$ cat src/hw/rtl/cu_pkg.sv
// shared types, constants and binomial table function for the combination unrank unit
package cu_pkg;

	// fixed field widths
	localparam int K_W      = 5;
	localparam int RANK_W   = 14;
	localparam int NSET_W   = 5;
	localparam int ELEM_W   = 4;
	localparam int POS_W    = 4;

	// default and limits
	localparam int MAX_SET_DEF  = 16;
	localparam int MAX_RESULTS  = 16;
	localparam int SET_SIZE_RST = 16;

	// binomials saturate just above the largest rank
	localparam int BINOM_W   = RANK_W + 1;
	localparam int BINOM_SAT = 2 ** RANK_W;
	localparam int TAB_MAX   = 32;

	// job handed from front to back
	typedef struct packed {
		logic [K_W-1:0]     k;
		logic [RANK_W-1:0]  rank;
		logic [NSET_W-1:0]  n;
		logic [BINOM_W-1:0] first_cnt;
		logic               err;
	} cu_job_t;

	// back end sequencer states
	typedef enum logic [1:0] {
		BE_IDLE,
		BE_WALK,
		BE_FAULT
	} be_state_t;

	// saturated C(a, b) by pascal rows, elaboration-time only
	function automatic logic [BINOM_W-1:0] binom(input int a, input int b);
		logic [BINOM_W-1:0] row [0:TAB_MAX-1];
		logic [BINOM_W:0]   sum;
		int                 i;
		int                 j;
		for (i = 0; i < TAB_MAX; i++) begin
			row[i] = '0;
		end
		row[0] = BINOM_W'(1);
		for (i = 1; i <= a; i++) begin
			for (j = i; j >= 1; j--) begin
				sum = {1'b0, row[j]} + {1'b0, row[j-1]};
				row[j] = (sum > (BINOM_W+1)'(BINOM_SAT)) ? BINOM_W'(BINOM_SAT)
					: sum[BINOM_W-1:0];
			end
		end
		if (b < 0 || b > a || a >= TAB_MAX) begin
			return '0;
		end
		return row[b];
	endfunction

endpackage

$ cat src/hw/rtl/cu_queue.sv
// two-entry job queue between front and back
module cu_queue (
	input  logic            clk,
	input  logic            arst_n,
	input  logic            push_valid,
	output logic            push_ready,
	input  cu_pkg::cu_job_t push_data,
	output logic            pop_valid,
	input  logic            pop_ready,
	output cu_pkg::cu_job_t pop_data
);
	import cu_pkg::*;

	cu_job_t     mem [2];
	logic        wr_ptr_q;
	logic        rd_ptr_q;
	logic [1:0]  cnt_q;
	logic        push;
	logic        pop;

	assign push_ready = (cnt_q != 2'd2);
	assign pop_valid  = (cnt_q != 2'd0);
	assign push       = push_valid && push_ready;
	assign pop        = pop_valid && pop_ready;
	assign pop_data   = mem[rd_ptr_q];

	// pointers and fill count
	always_ff @(posedge clk or negedge arst_n) begin
		if (!arst_n) begin
			wr_ptr_q <= 1'b0;
			rd_ptr_q <= 1'b0;
			cnt_q    <= 2'd0;
		end else begin
			if (push) begin
				wr_ptr_q <= !wr_ptr_q;
			end
			if (pop) begin
				rd_ptr_q <= !rd_ptr_q;
			end
			cnt_q <= cnt_q + {1'b0, push} - {1'b0, pop};
		end
	end

	// storage
	always_ff @(posedge clk) begin
		if (push) begin
			mem[wr_ptr_q] <= push_data;
		end
	end

endmodule

$ cat config.mk
export PLATFORM = sky130hd
export DESIGN_NAME = cu_queue
export DESIGN_NICKNAME = d
export VERILOG_FILES = /design/src/hw/rtl/cu_pkg.sv /design/src/hw/rtl/cu_queue.sv
export SDC_FILE = /design/constraint.sdc
export NUM_CORES = 1
export LEC_CHECK = 0
export BUFFER_PORTS_ARGS = -buffer_cell sky130_fd_sc_hd__buf_2
export CAP_MARGIN = 20
export CORE_MARGIN = 1
export CORE_UTILIZATION = 51
export DETAILED_ROUTE_END_ITERATION = 10
export PLACE_DENSITY = 0.78
export SLEW_MARGIN = 10
export SYNTH_ARGS = -nofsm -noshare
export SYNTH_HDL_FRONTEND = slang
export SYNTH_SLANG_ARGS = --single-unit
$ cat constraint.sdc
create_clock -name clk -period 3 [get_ports clk]
set_input_delay 0.3 -clock clk [delete_from_list [all_inputs] [get_ports clk]]
set_output_delay 0.3 -clock clk [all_outputs]
set_load 0.01 [all_outputs]
==> reports/results.txt, run 1 <==
Clock sink count: 84
DR WL/cell: 15.4 µm
Fmax: 459 MHz
Least-Margin Pin Slew: 913 ps
Number of flops mapped to enable cells by yosys: 80
Nets: 286
Routed vias/inst: 5.03
Crit-path max FO: 41
Postcts setup bufs: 0
Unrepaired setup endpoints after global routing: false
Final setup viols: 0
Sequential Power Share: 50.8%
PwrDens: 920 nW/µm²
Cell family with most CP delay: flip-flops
CTS root buf: clkbuf_8
Sw frac: 29.1%
Die height: 80.1 µm
Overflow after GRT: 0
H-tree levels: 3
Site row count: 28
Drt pass-1 iters: 4
Clock share of power: 20.8%
P&R area growth vs syn: 22.8%
Data required, critical path: 2700 ps
Seq/Total Area, Yosys: 80.5%
Buf/Inv on CP: 1
Hold WC Path Type: input port to flip-flop
Syn Nets: 192
VDD IR max: 0.552 mV
Maxcap violations: 0
Hold depth: 1
Clock Tree Buf Depth: 2
Die Span X: 80.1 µm
Cts hold-fix bufs: 1
Die area: 6420 µm²
Post-synthesis register bit count: 84
Min Clock Period, post-route: 2180 ps
Post-CTS sizing: 0
I/O Pins: 86
Final Max Slew Viols: 0
Port buffer count: 85
Comb power frac: 28.3%
Layout cells sized above 1: 60.4%
Placed cell count: 304
Yosys top cell area share: 77.2%
Core area: 5890 µm²
Global-route wire length before repair: 7400 µm
Final worst-path cycle share: 72.6%
Post-layout util: 64.9%
Lkg Pwr: 0.00144 µW
Pint: 2490 µW
Post-synth top cells: 80 x edfxtp_1, 40 x mux2_2, 4 x buf_2, 4 x dfrtp_1
Hold Startpoint: push_data[20]
Post-Layout Cell Count: 320
GP Congestion: 0.710
GRT Total Usage: 16.2%
Starting density of the core: 52.8%
Signal arrival time at the worst endpoint: 1880 ps
Most frequent cell after synthesis: edfxtp_1
Detail Route Antenna Nets: 0
Max-slew headroom: 39.1%
CP peak stage delay: 970 ps
Post-synth top area cell: edfxtp_1
Layout Skew: 9.35 ps
Worst flop-to-flop path startpoint: cnt_q[0]$_DFF_PN0_
Worst reg2reg setup slack: 1140 ps
Netlist Area Pre-Place: 3110 µm²
Final TNS setup: 0 ps
Drt initial violations: 85
Initial antenna violation count: 0
Setup WS post-layout: 821 ps
Asr flop ratio synth: 4.76%
Dpl hpwl: 3140 µm
Clk Latency, worst-skew pair: 330 ps
Startpoint Class: flip-flop
Largest net degree at the start of global routing: 42
Top post-synthesis cells by area: edfxtp_1 77%, mux2_2 14%, dfrtp_1 3.2%
Total length of routed wires: 4940 µm
Final hold vios: 0
Vias in the first global route: 1559
CP Depth: 2
Cells along the critical path: mux2_2, buf_2
Worst hold slack: 151 ps
Slowest CP cell: dfrtp_2
Synthesized instance count: 147
Pre-CTS WS: 1130 ps
Setup CP Type: flip-flop to primary output
Via Count: 1608
CTS tree: done
Netlist cell types: 18
Diode count: 0
Syn Area/Cell: 21.2 µm²
Psw: 1020 µW
DRC violations left: 0
Outcome: finished clean
Ys Warns: 0
Crit. End Element: primary output
Post-synth top flop: edfxtp_1
Register-to-Register Path Depth: 4
Clk slew on worst S/H paths: 80 ps
Hold Path Sink: mem[1][20]$_DFFE_PP_
Reg2reg end: mem[0][4]$_DFFE_PP_
CTS Buf Count: 9
registers in the layout, indices dropped and copies added (netlist names):
name,cells
wr_ptr_q,1
rd_ptr_q,1
mem,80
cnt_q,2
stage by stage:
step,instance area [µm²],power [µW]
after floorplan,3110,2430
after global routing,3820,3710
after CTS,3820,3570
after detailed placement,3630,2820
final,3820,3510
after global placement,3630,2810
worst register-to-register path: cells and delay by family (launching register included):
kind,cells,cell delay (ps)
AND/OR/NAND/NOR,3,620
flip-flops,1,440
buffers and inverters,1,440
layout make-up:
| cell class | instances | area, µm² |
|---|---|---|
| fillers | 450 | 2070 |
| multi-input cells | 58 | 592 |
| clock inverters | 6 | 56.3 |
| repair buffers | 88 | 450 |
| well taps | 75 | 93.8 |
| clock buffers | 9 | 124 |
| flip-flops and latches | 84 | 2500 |
power groups by stage:
stage	clock network, µW	logic [µW]	registers, µW
floorplan	0	739	1690
global placement	0	999	1810
detailed placement	0	1010	1820
CTS	754	1020	1800
global route	797	1080	1820
finish	732	995	1790
cell usage in the layout (no fill, tap or decap):
| master | synthesis | final |
|---|---|---|
| buf_4 | 0 | 2 |
| and4bb_1 | 1 | 1 |
| clkinv_2 | 0 | 3 |
| nor2_4 | 0 | 1 |
| clkinv_1 | 0 | 1 |
| dfrtp_2 | 0 | 1 |
| clkbuf_8 | 0 | 9 |
| or2_2 | 1 | 1 |
| nand2b_1 | 1 | 1 |
| nand3_1 | 1 | 1 |
| mux2_2 | 40 | 40 |
| nand2_1 | 2 | 2 |
| and3_2 | 1 | 1 |
| xnor2_1 | 3 | 3 |
| a311oi_2 | 1 | 1 |
| dlygate4sd3_1 | 0 | 1 |
| o21ba_2 | 1 | 1 |
| edfxtp_1 | 80 | 80 |
| dfrtp_1 | 4 | 3 |
| ha_1 | 1 | 1 |
| bufinv_16 | 0 | 1 |
| buf_2 | 4 | 85 |
| nor2_1 | 3 | 2 |
| and2b_2 | 1 | 1 |
| clkinvlp_4 | 0 | 1 |
| o21ai_0 | 1 | 1 |
cells by family (layout without fill, tap and decap cells):
| kind of cell | after synthesis | after routing | synth area share [%] |
|---|---|---|---|
| and+or+nand+nor | 11 | 11 | 2.09 |
| xor gates and xnor gates | 3 | 3 | 0.845 |
| muxes | 40 | 40 | 14.5 |
| buffers and inverters | 5 | 103 | 0.764 |
| AOI/OAI and AO/OA | 3 | 3 | 0.965 |
| DFF | 84 | 84 | 80.5 |
| adders and majority gates | 1 | 1 | 0.402 |
how the worst max path moves through the flow:
stage,from,to
after CTS,rd_ptr_q$_DFFE_PN0P_,pop_data[32]
after floorplan,cnt_q[0]$_DFF_PN0_,mem[0][0]$_DFFE_PP_
after global routing,rd_ptr_q$_DFFE_PN0P_,pop_data[29]
after detailed placement,cnt_q[0]$_DFF_PN0_,mem[0][5]$_DFFE_PP_
after global placement,rd_ptr_q$_DFFE_PN0P_,pop_data[32]
final,rd_ptr_q$_DFFE_PN0P_,pop_data[32]
routing by layer:
layer	part of all wire (%)	global-route usage, %
met4	1.0	8.04
met3	3.7	3.86
met5	0	0
met2	55	27.8
met1	40	19.2
(Power assumes the default switching activity.)
==> inputs of run 2 (changes only) <==
- CORE_UTILIZATION: 51 -> 46
- PLACE_DENSITY: 0.78 -> 0.74
- clock period: 3 -> 1.75 ns (I/O delays scaled with it)
==> run 2 against run 1 <==
- the run now ends with DRC left
- sequential share of layout area is 2.2 points lower
- flip-flop and latch count unchanged
- cell count grew 1.9%
- sequential power rose by 61%
- worst setup slack got worse by 720 ps
==> reports/results.txt, run 2 (synthesis results as in run 1) <==
Unrepaired setup endpoints after global routing: false (unchanged)
Min Clock Period, post-route: 1650 ps
Final setup viols: 0 (unchanged)
Global-route wire length before repair: 8040 µm (was 7400 µm)
Hold WC Path Type: input port to flip-flop (unchanged)
I/O Pins: 86 (unchanged)
Largest net degree at the start of global routing: 24 (was 42)
H-tree levels: 3 (unchanged)
Comb power frac: 30.5% (was 28.3%)
PwrDens: 1670 nW/µm² (was 920 nW/µm²)
Fmax: 606 MHz
Total length of routed wires: 5190 µm (was 4940 µm)
CTS root buf: clkbuf_8 (unchanged)
Most frequent cells in the layout: 85 x buf_2, 80 x edfxtp_1, 40 x mux2_2 (unchanged)
Failing checks: DRC
Final Max Slew Viols: 0 (unchanged)
Final worst-path cycle share: 94.3%
Starting density of the core: 48.4% (was 52.8%)
Top flop regs: mem: 80 flops, cnt_q: 2 flops (unchanged)
Port buffer count: 85 (unchanged)
Startpoint Class: flip-flop (unchanged)
Die Span X: 84.2 µm (was 80.1 µm)
Largest Register: mem (unchanged)
Routed vias/inst: 5.03 (about the same)
P&R area growth vs syn: 27.1% (was 22.8%)
Least-Margin Pin Slew: 249 ps (was 913 ps)
Data required, critical path: 1570 ps (was 2700 ps)
Max-slew headroom: 83.4% (was 39.1%)
Dpl cell area: 3690 µm² (was 3630 µm²)
Dpl hpwl: 3490 µm (was 3140 µm)
Detail Route Antenna Nets: 0 (unchanged)
Signal arrival time at the worst endpoint: 1470 ps (was 1880 ps)
Die area: 7090 µm² (was 6420 µm²)
Via Count: 1639 (was 1608)
GP Congestion: 0.705 (was 0.710)
Clock Tree Buf Depth: 2 (unchanged)
Sw frac: 27.2% (was 29.1%)
DRC violations left: 8 (was 0)
Core area: 6420 µm² (was 5890 µm²)
Setup CP Type: flip-flop to primary output (unchanged)
Psw: 1800 µW (was 1020 µW)
CTS tree: done (unchanged)
Crit-path max FO: 18 (was 41)
Final cell area excluding filler cells: 3950 µm² (was 3820 µm²)
Vias in the first global route: 1721 (was 1559)
Nets: 290 (was 286)
Drt pass-1 iters: 7 (was 4)
Diode count: 0 (unchanged)
VDD IR max: 0.777 mV (was 0.552 mV)
Die height: 84.2 µm (was 80.1 µm)
CTS Buf Count: 9 (unchanged)
Site row count: 29 (was 28)
Maxcap violations: 0 (unchanged)
Postcts setup bufs: 0 (unchanged)
Drt initial violations: 86 (was 85)
Outcome: finished with violations (was finished clean)
Layout cells sized above 1: 61.0% (was 60.4%)
Clock sink count: 84 (unchanged)
GRT Total Usage: 15.5% (was 16.2%)
Pint: 4810 µW (was 2490 µW)
Total design power: 6610 µW (was 3510 µW)
Sequential Power Share: 43.7% (was 50.8%)
Overflow after GRT: 0 (unchanged)
Initial antenna violation count: 0 (unchanged)
Clock share of power: 25.8% (was 20.8%)
Crit. End Element: primary output (unchanged)
Clk Latency, worst-skew pair: 340 ps (was 330 ps)
Number of flip-flops in the largest register: 80 (unchanged)
Commonest non-fill, non-tap cell in the layout: buf_2 (unchanged)
Layout Skew: 8.80 ps (was 9.35 ps)
DR WL/cell: 15.9 µm (was 15.4 µm)
Clk slew on worst S/H paths: 80 ps (about the same)
Final hold vios: 0 (unchanged)
Final TNS setup: 0 ps (unchanged)
Final-layout fill cell count: 488 (was 450)
Lkg Pwr: 0.00150 µW (was 0.00144 µW)
-- run 2: timing repair --
item,4_1_cts,5_1_grt
setup endpoints to repair,0,19
endpoints found under the hold margin,4,0
gates resized for setup,0,1
hold buffers,1,0
-- run 2: through the flow --
step / instances / hold slack [ps] / worst slack (ps) / utilization, %
after floorplan: 147 / -121 / 3.01 / -
after global placement: 310 / -9.83 / 333 / 57.4
after detailed placement: 310 / -6.22 / 291 / 57.4
after CTS: 326 / 3.12 / 6.70 / 61.5
after global routing: 326 / 1.16 / 31.3 / 61.6
final: 326 / 19.6 / 100 / 61.6
-- run 2: worst paths after layout --
| path | start | to | slack (ps) | depth (start not counted) |
|---|---|---|---|---|
| max | rd_ptr_q$_DFFE_PN0P_ | pop_data[13] | 100 | 3 |
| min | push_data[5] | mem[0][5]$_DFFE_PP_ | 20 | 1 |
| max reg2reg | cnt_q[0]$_DFF_PN0_ | mem[0][7]$_DFFE_PP_ | 300 | 4 |
| min reg2reg | wr_ptr_q$_DFFE_PN0P_ | wr_ptr_q$_DFFE_PN0P_ | 550 | 1 |
| max in group asynchronous | arst_n | rd_ptr_q$_DFFE_PN0P_ | 1420 | 2 |
| min in group asynchronous | arst_n | cnt_q[1]$_DFF_PN0_ | 190 | 2 |
-- run 2: final cells by class --
| type | count | area (µm²) | share of cell area, % |
|---|---|---|---|
| Clock buffer | 10 | 128 | 3.23 |
| Tap cell | 77 | 96.3 | 2.44 |
| Multi-Input combinational cell | 58 | 592 | 15.0 |
| Clock inverter | 5 | 125 | 3.16 |
| Sequential cell | 84 | 2500 | 63.3 |
| Timing Repair Buffer | 92 | 509 | 12.9 |
-- run 2: metal layers --
| metal | vias up | part of all wire (%) | GRT usage, % |
|---|---|---|---|
| met5 | - | 0 | 0 |
| met4 | 0 | 2.8 | 9.56 |
| met3 | 14 | 4.8 | 4.03 |
| met2 | 57 | 51 | 25.8 |
| met1 | 797 | 41 | 18.0 |
| li1 | 771 | - | - |
-- run 2: critical path, cell delays in order, from the launching register on --
cell	delay [ps]
dfrtp_2	370
buf_4	250
mux2_2	370
buf_2	140
-- run 2: power groups by stage --
| stage | Sequential, µW | Clock [µW] | Combinational (µW) |
|---|---|---|---|
| 3_3_place_gp | 2900 | 0 | 2040 |
| 3_5_place_dp | 2940 | 0 | 2030 |
| 5_1_grt | 2940 | 1810 | 2160 |
| 4_1_cts | 2890 | 1750 | 2050 |
| 2_1_floorplan | 2890 | 0 | 1280 |
| 6_report | 2890 | 1710 | 2010 |
==> inputs of run 3 (changes only) <==
- CORE_UTILIZATION: 46 -> 51
- GPL_TIMING_DRIVEN: not set -> 0
- PLACE_DENSITY: 0.74 -> 0.78
- clock period: 1.75 -> 1.85 ns (I/O delays scaled with it)
==> run 3 against run 2 <==
- wire length decreased by 4.6%
- utilization increased by 5.1 points
- critical endpoint is now pop_data[12]
- clock-buffer cell count unchanged
- worst setup slack improved by 10 ps
- the flow now finishes without violations
- largest cell class unchanged
- design area decreased by 0.82%
==> reports/results.txt, run 3 (synthesis results as in run 1) <==
Outcome: finished clean (was finished with violations)
Die Span X: 80.1 µm (was 84.2 µm)
Clk slew on worst S/H paths: 80 ps (about the same)
Least-Margin Pin Slew: 557 ps (was 249 ps)
Sw frac: 28.5% (was 27.2%)
Global-route wire length before repair: 7420 µm (was 8040 µm)
Pint: 4300 µW (was 4810 µW)
Unrepaired setup endpoints after global routing: false (unchanged)
VDD IR max: 0.772 mV (was 0.777 mV)
Sequential Power Share: 45.8% (was 43.7%)
Starting density of the core: 52.8% (was 48.4%)
Final worst-path cycle share: 94.0%
Comb power frac: 31.3% (was 30.5%)
Via Count: 1629 (was 1639)
Post-layout util: 66.6% (was 61.6%)
Vias in the first global route: 1636 (was 1721)
Final setup viols: 0 (unchanged)
CTS tree: done (unchanged)
Fmax: 575 MHz
Psw: 1710 µW (was 1800 µW)
Worst hold slack: 24.5 ps (was 19.6 ps)
P&R area growth vs syn: 26.1% (was 27.1%)
Nets: 290 (unchanged)
Final-layout fill cell count: 414 (was 488)
Layout cells sized above 1: 60.4% (was 61.0%)
Total length of routed wires: 4950 µm (was 5190 µm)
Dpl hpwl: 3330 µm (was 3490 µm)
DRC violations left: 0 (was 8)
Clock share of power: 22.9% (was 25.8%)
Min Clock Period, post-route: 1740 ps
Die height: 80.1 µm (was 84.2 µm)
Final hold vios: 0 (unchanged)
Data required, critical path: 1660 ps (was 1570 ps)
Maxcap violations: 0 (unchanged)
Routed vias/inst: 5.01 (was 5.03)
Signal arrival time at the worst endpoint: 1550 ps (was 1470 ps)
Largest net degree at the start of global routing: 41 (was 24)
Top flop regs: mem: 80 flops, cnt_q: 2 flops (unchanged)
H-tree levels: 3 (unchanged)
Initial antenna violation count: 0 (unchanged)
Overflow after GRT: 0 (unchanged)
Largest Register: mem (unchanged)
Total design power: 6010 µW (was 6610 µW)
Commonest non-fill, non-tap cell in the layout: buf_2 (unchanged)
CTS Buf Count: 9 (unchanged)
PwrDens: 1530 nW/µm² (was 1670 nW/µm²)
Detail Route Antenna Nets: 0 (unchanged)
Most frequent cells in the layout: 85 x buf_2, 80 x edfxtp_1, 40 x mux2_2 (unchanged)
Final Max Slew Viols: 0 (unchanged)
Number of flip-flops in the largest register: 80 (unchanged)
Drt pass-1 iters: 4 (was 7)
Setup CP Type: flip-flop to primary output (unchanged)
Clk Latency, worst-skew pair: 340 ps (about the same)
Drt initial violations: 81 (was 86)
Port buffer count: 85 (unchanged)
Diode count: 0 (unchanged)
Clock Tree Buf Depth: 2 (unchanged)
Site row count: 28 (was 29)
Crit. End Element: primary output (unchanged)
Max-slew headroom: 62.9% (was 83.4%)
I/O Pins: 86 (unchanged)
CTS root buf: clkbuf_8 (unchanged)
Crit-path max FO: 10 (was 18)
Layout Skew: 11.6 ps (was 8.80 ps)
Hold WC Path Type: input port to flip-flop (unchanged)
Clock sink count: 84 (unchanged)
GP Congestion: 0.780 (was 0.705)
GRT Total Usage: 16.4% (was 15.5%)
Core area: 5890 µm² (was 6420 µm²)
Startpoint Class: flip-flop (unchanged)
DR WL/cell: 15.2 µm (was 15.9 µm)
Die area: 6420 µm² (was 7090 µm²)
Lkg Pwr: 0.00148 µW (was 0.00150 µW)
[run 3: changes by cell type in the layout (fill, tap and decap cells not counted), sizes merged]
cell      change
clkinv        +2
clkinvlp      +1
bufinv        -2
[run 3: layer usage]
layer	GRT usage (%)	up-vias	routed length, µm
met5	0	-	0
met1	18.3	775	1980
met3	4.43	13	330
met4	9.82	0	128
li1	-	777	-
met2	28.0	64	2510
[run 3: repair_timing]
| item | 4_1_cts | 5_1_grt |
|---|---|---|
| hold buffers | 1 | 0 |
| resized for setup | 5 | 0 |
| endpoints found under the setup margin | 73 | 22 |
| pin swaps | 0 | 1 |
| hold endpoints to repair | 4 | 0 |
| gates cloned | 0 | 0 |
| setup buffers | 0 | 1 |
[run 3: worst paths after layout]
check | from | end | slack (ps) | cells past startpoint
max in group asynchronous | arst_n | cnt_q[1]$_DFF_PN0_ | 1550 | 2
max reg2reg | cnt_q[0]$_DFF_PN0_ | mem[1][38]$_DFFE_PP_ | 300 | 2
min | push_data[28] | mem[1][28]$_DFFE_PP_ | 20 | 1
min in group asynchronous | arst_n | rd_ptr_q$_DFFE_PN0P_ | 170 | 2
max | rd_ptr_q$_DFFE_PN0P_ | pop_data[12] | 110 | 3
min reg2reg | wr_ptr_q$_DFFE_PN0P_ | wr_ptr_q$_DFFE_PN0P_ | 580 | 1
[run 3: critical path, cell delays in order, from the launching register on]
cell and delay [ps]:
dfrtp_1 480, buf_4 240, mux2_2 360, buf_2 140
[run 3: power by group through the flow]
stage / sequential (µW) / clock (µW) / combinational, µW
after floorplan: 2730 / 0 / 1210
after global placement: 2750 / 0 / 1810
after detailed placement: 2780 / 0 / 1870
after CTS: 2760 / 1400 / 1890
after global routing: 2800 / 1460 / 2050
final: 2750 / 1380 / 1880
[run 3: cell type report]
class | count | area (µm²) | area share [%]
timing repair buffer | 88 | 483 | 12.3
multi-input combinational | 58 | 596 | 15.2
sequential | 84 | 2500 | 63.8
clock buffer | 10 | 128 | 3.25
buffer | 4 | 30.0 | 0.766
clock inverter | 6 | 88.8 | 2.27
tap | 75 | 93.8 | 2.39
[run 3: through the flow]
| step | worst slack, ps | instance area [µm²] | TNS (ps) | instances |
|---|---|---|---|---|
| after CTS | 32.0 | 3900 | 0 | 324 |
| after global routing | 37.1 | 3920 | 0 | 325 |
| after global placement | -172 | 3640 | -6830 | 307 |
| after detailed placement | -12.0 | 3660 | -368 | 308 |
| after floorplan | 103 | 3120 | 0 | 147 |
| final | 111 | 3920 | 0 | 325 |
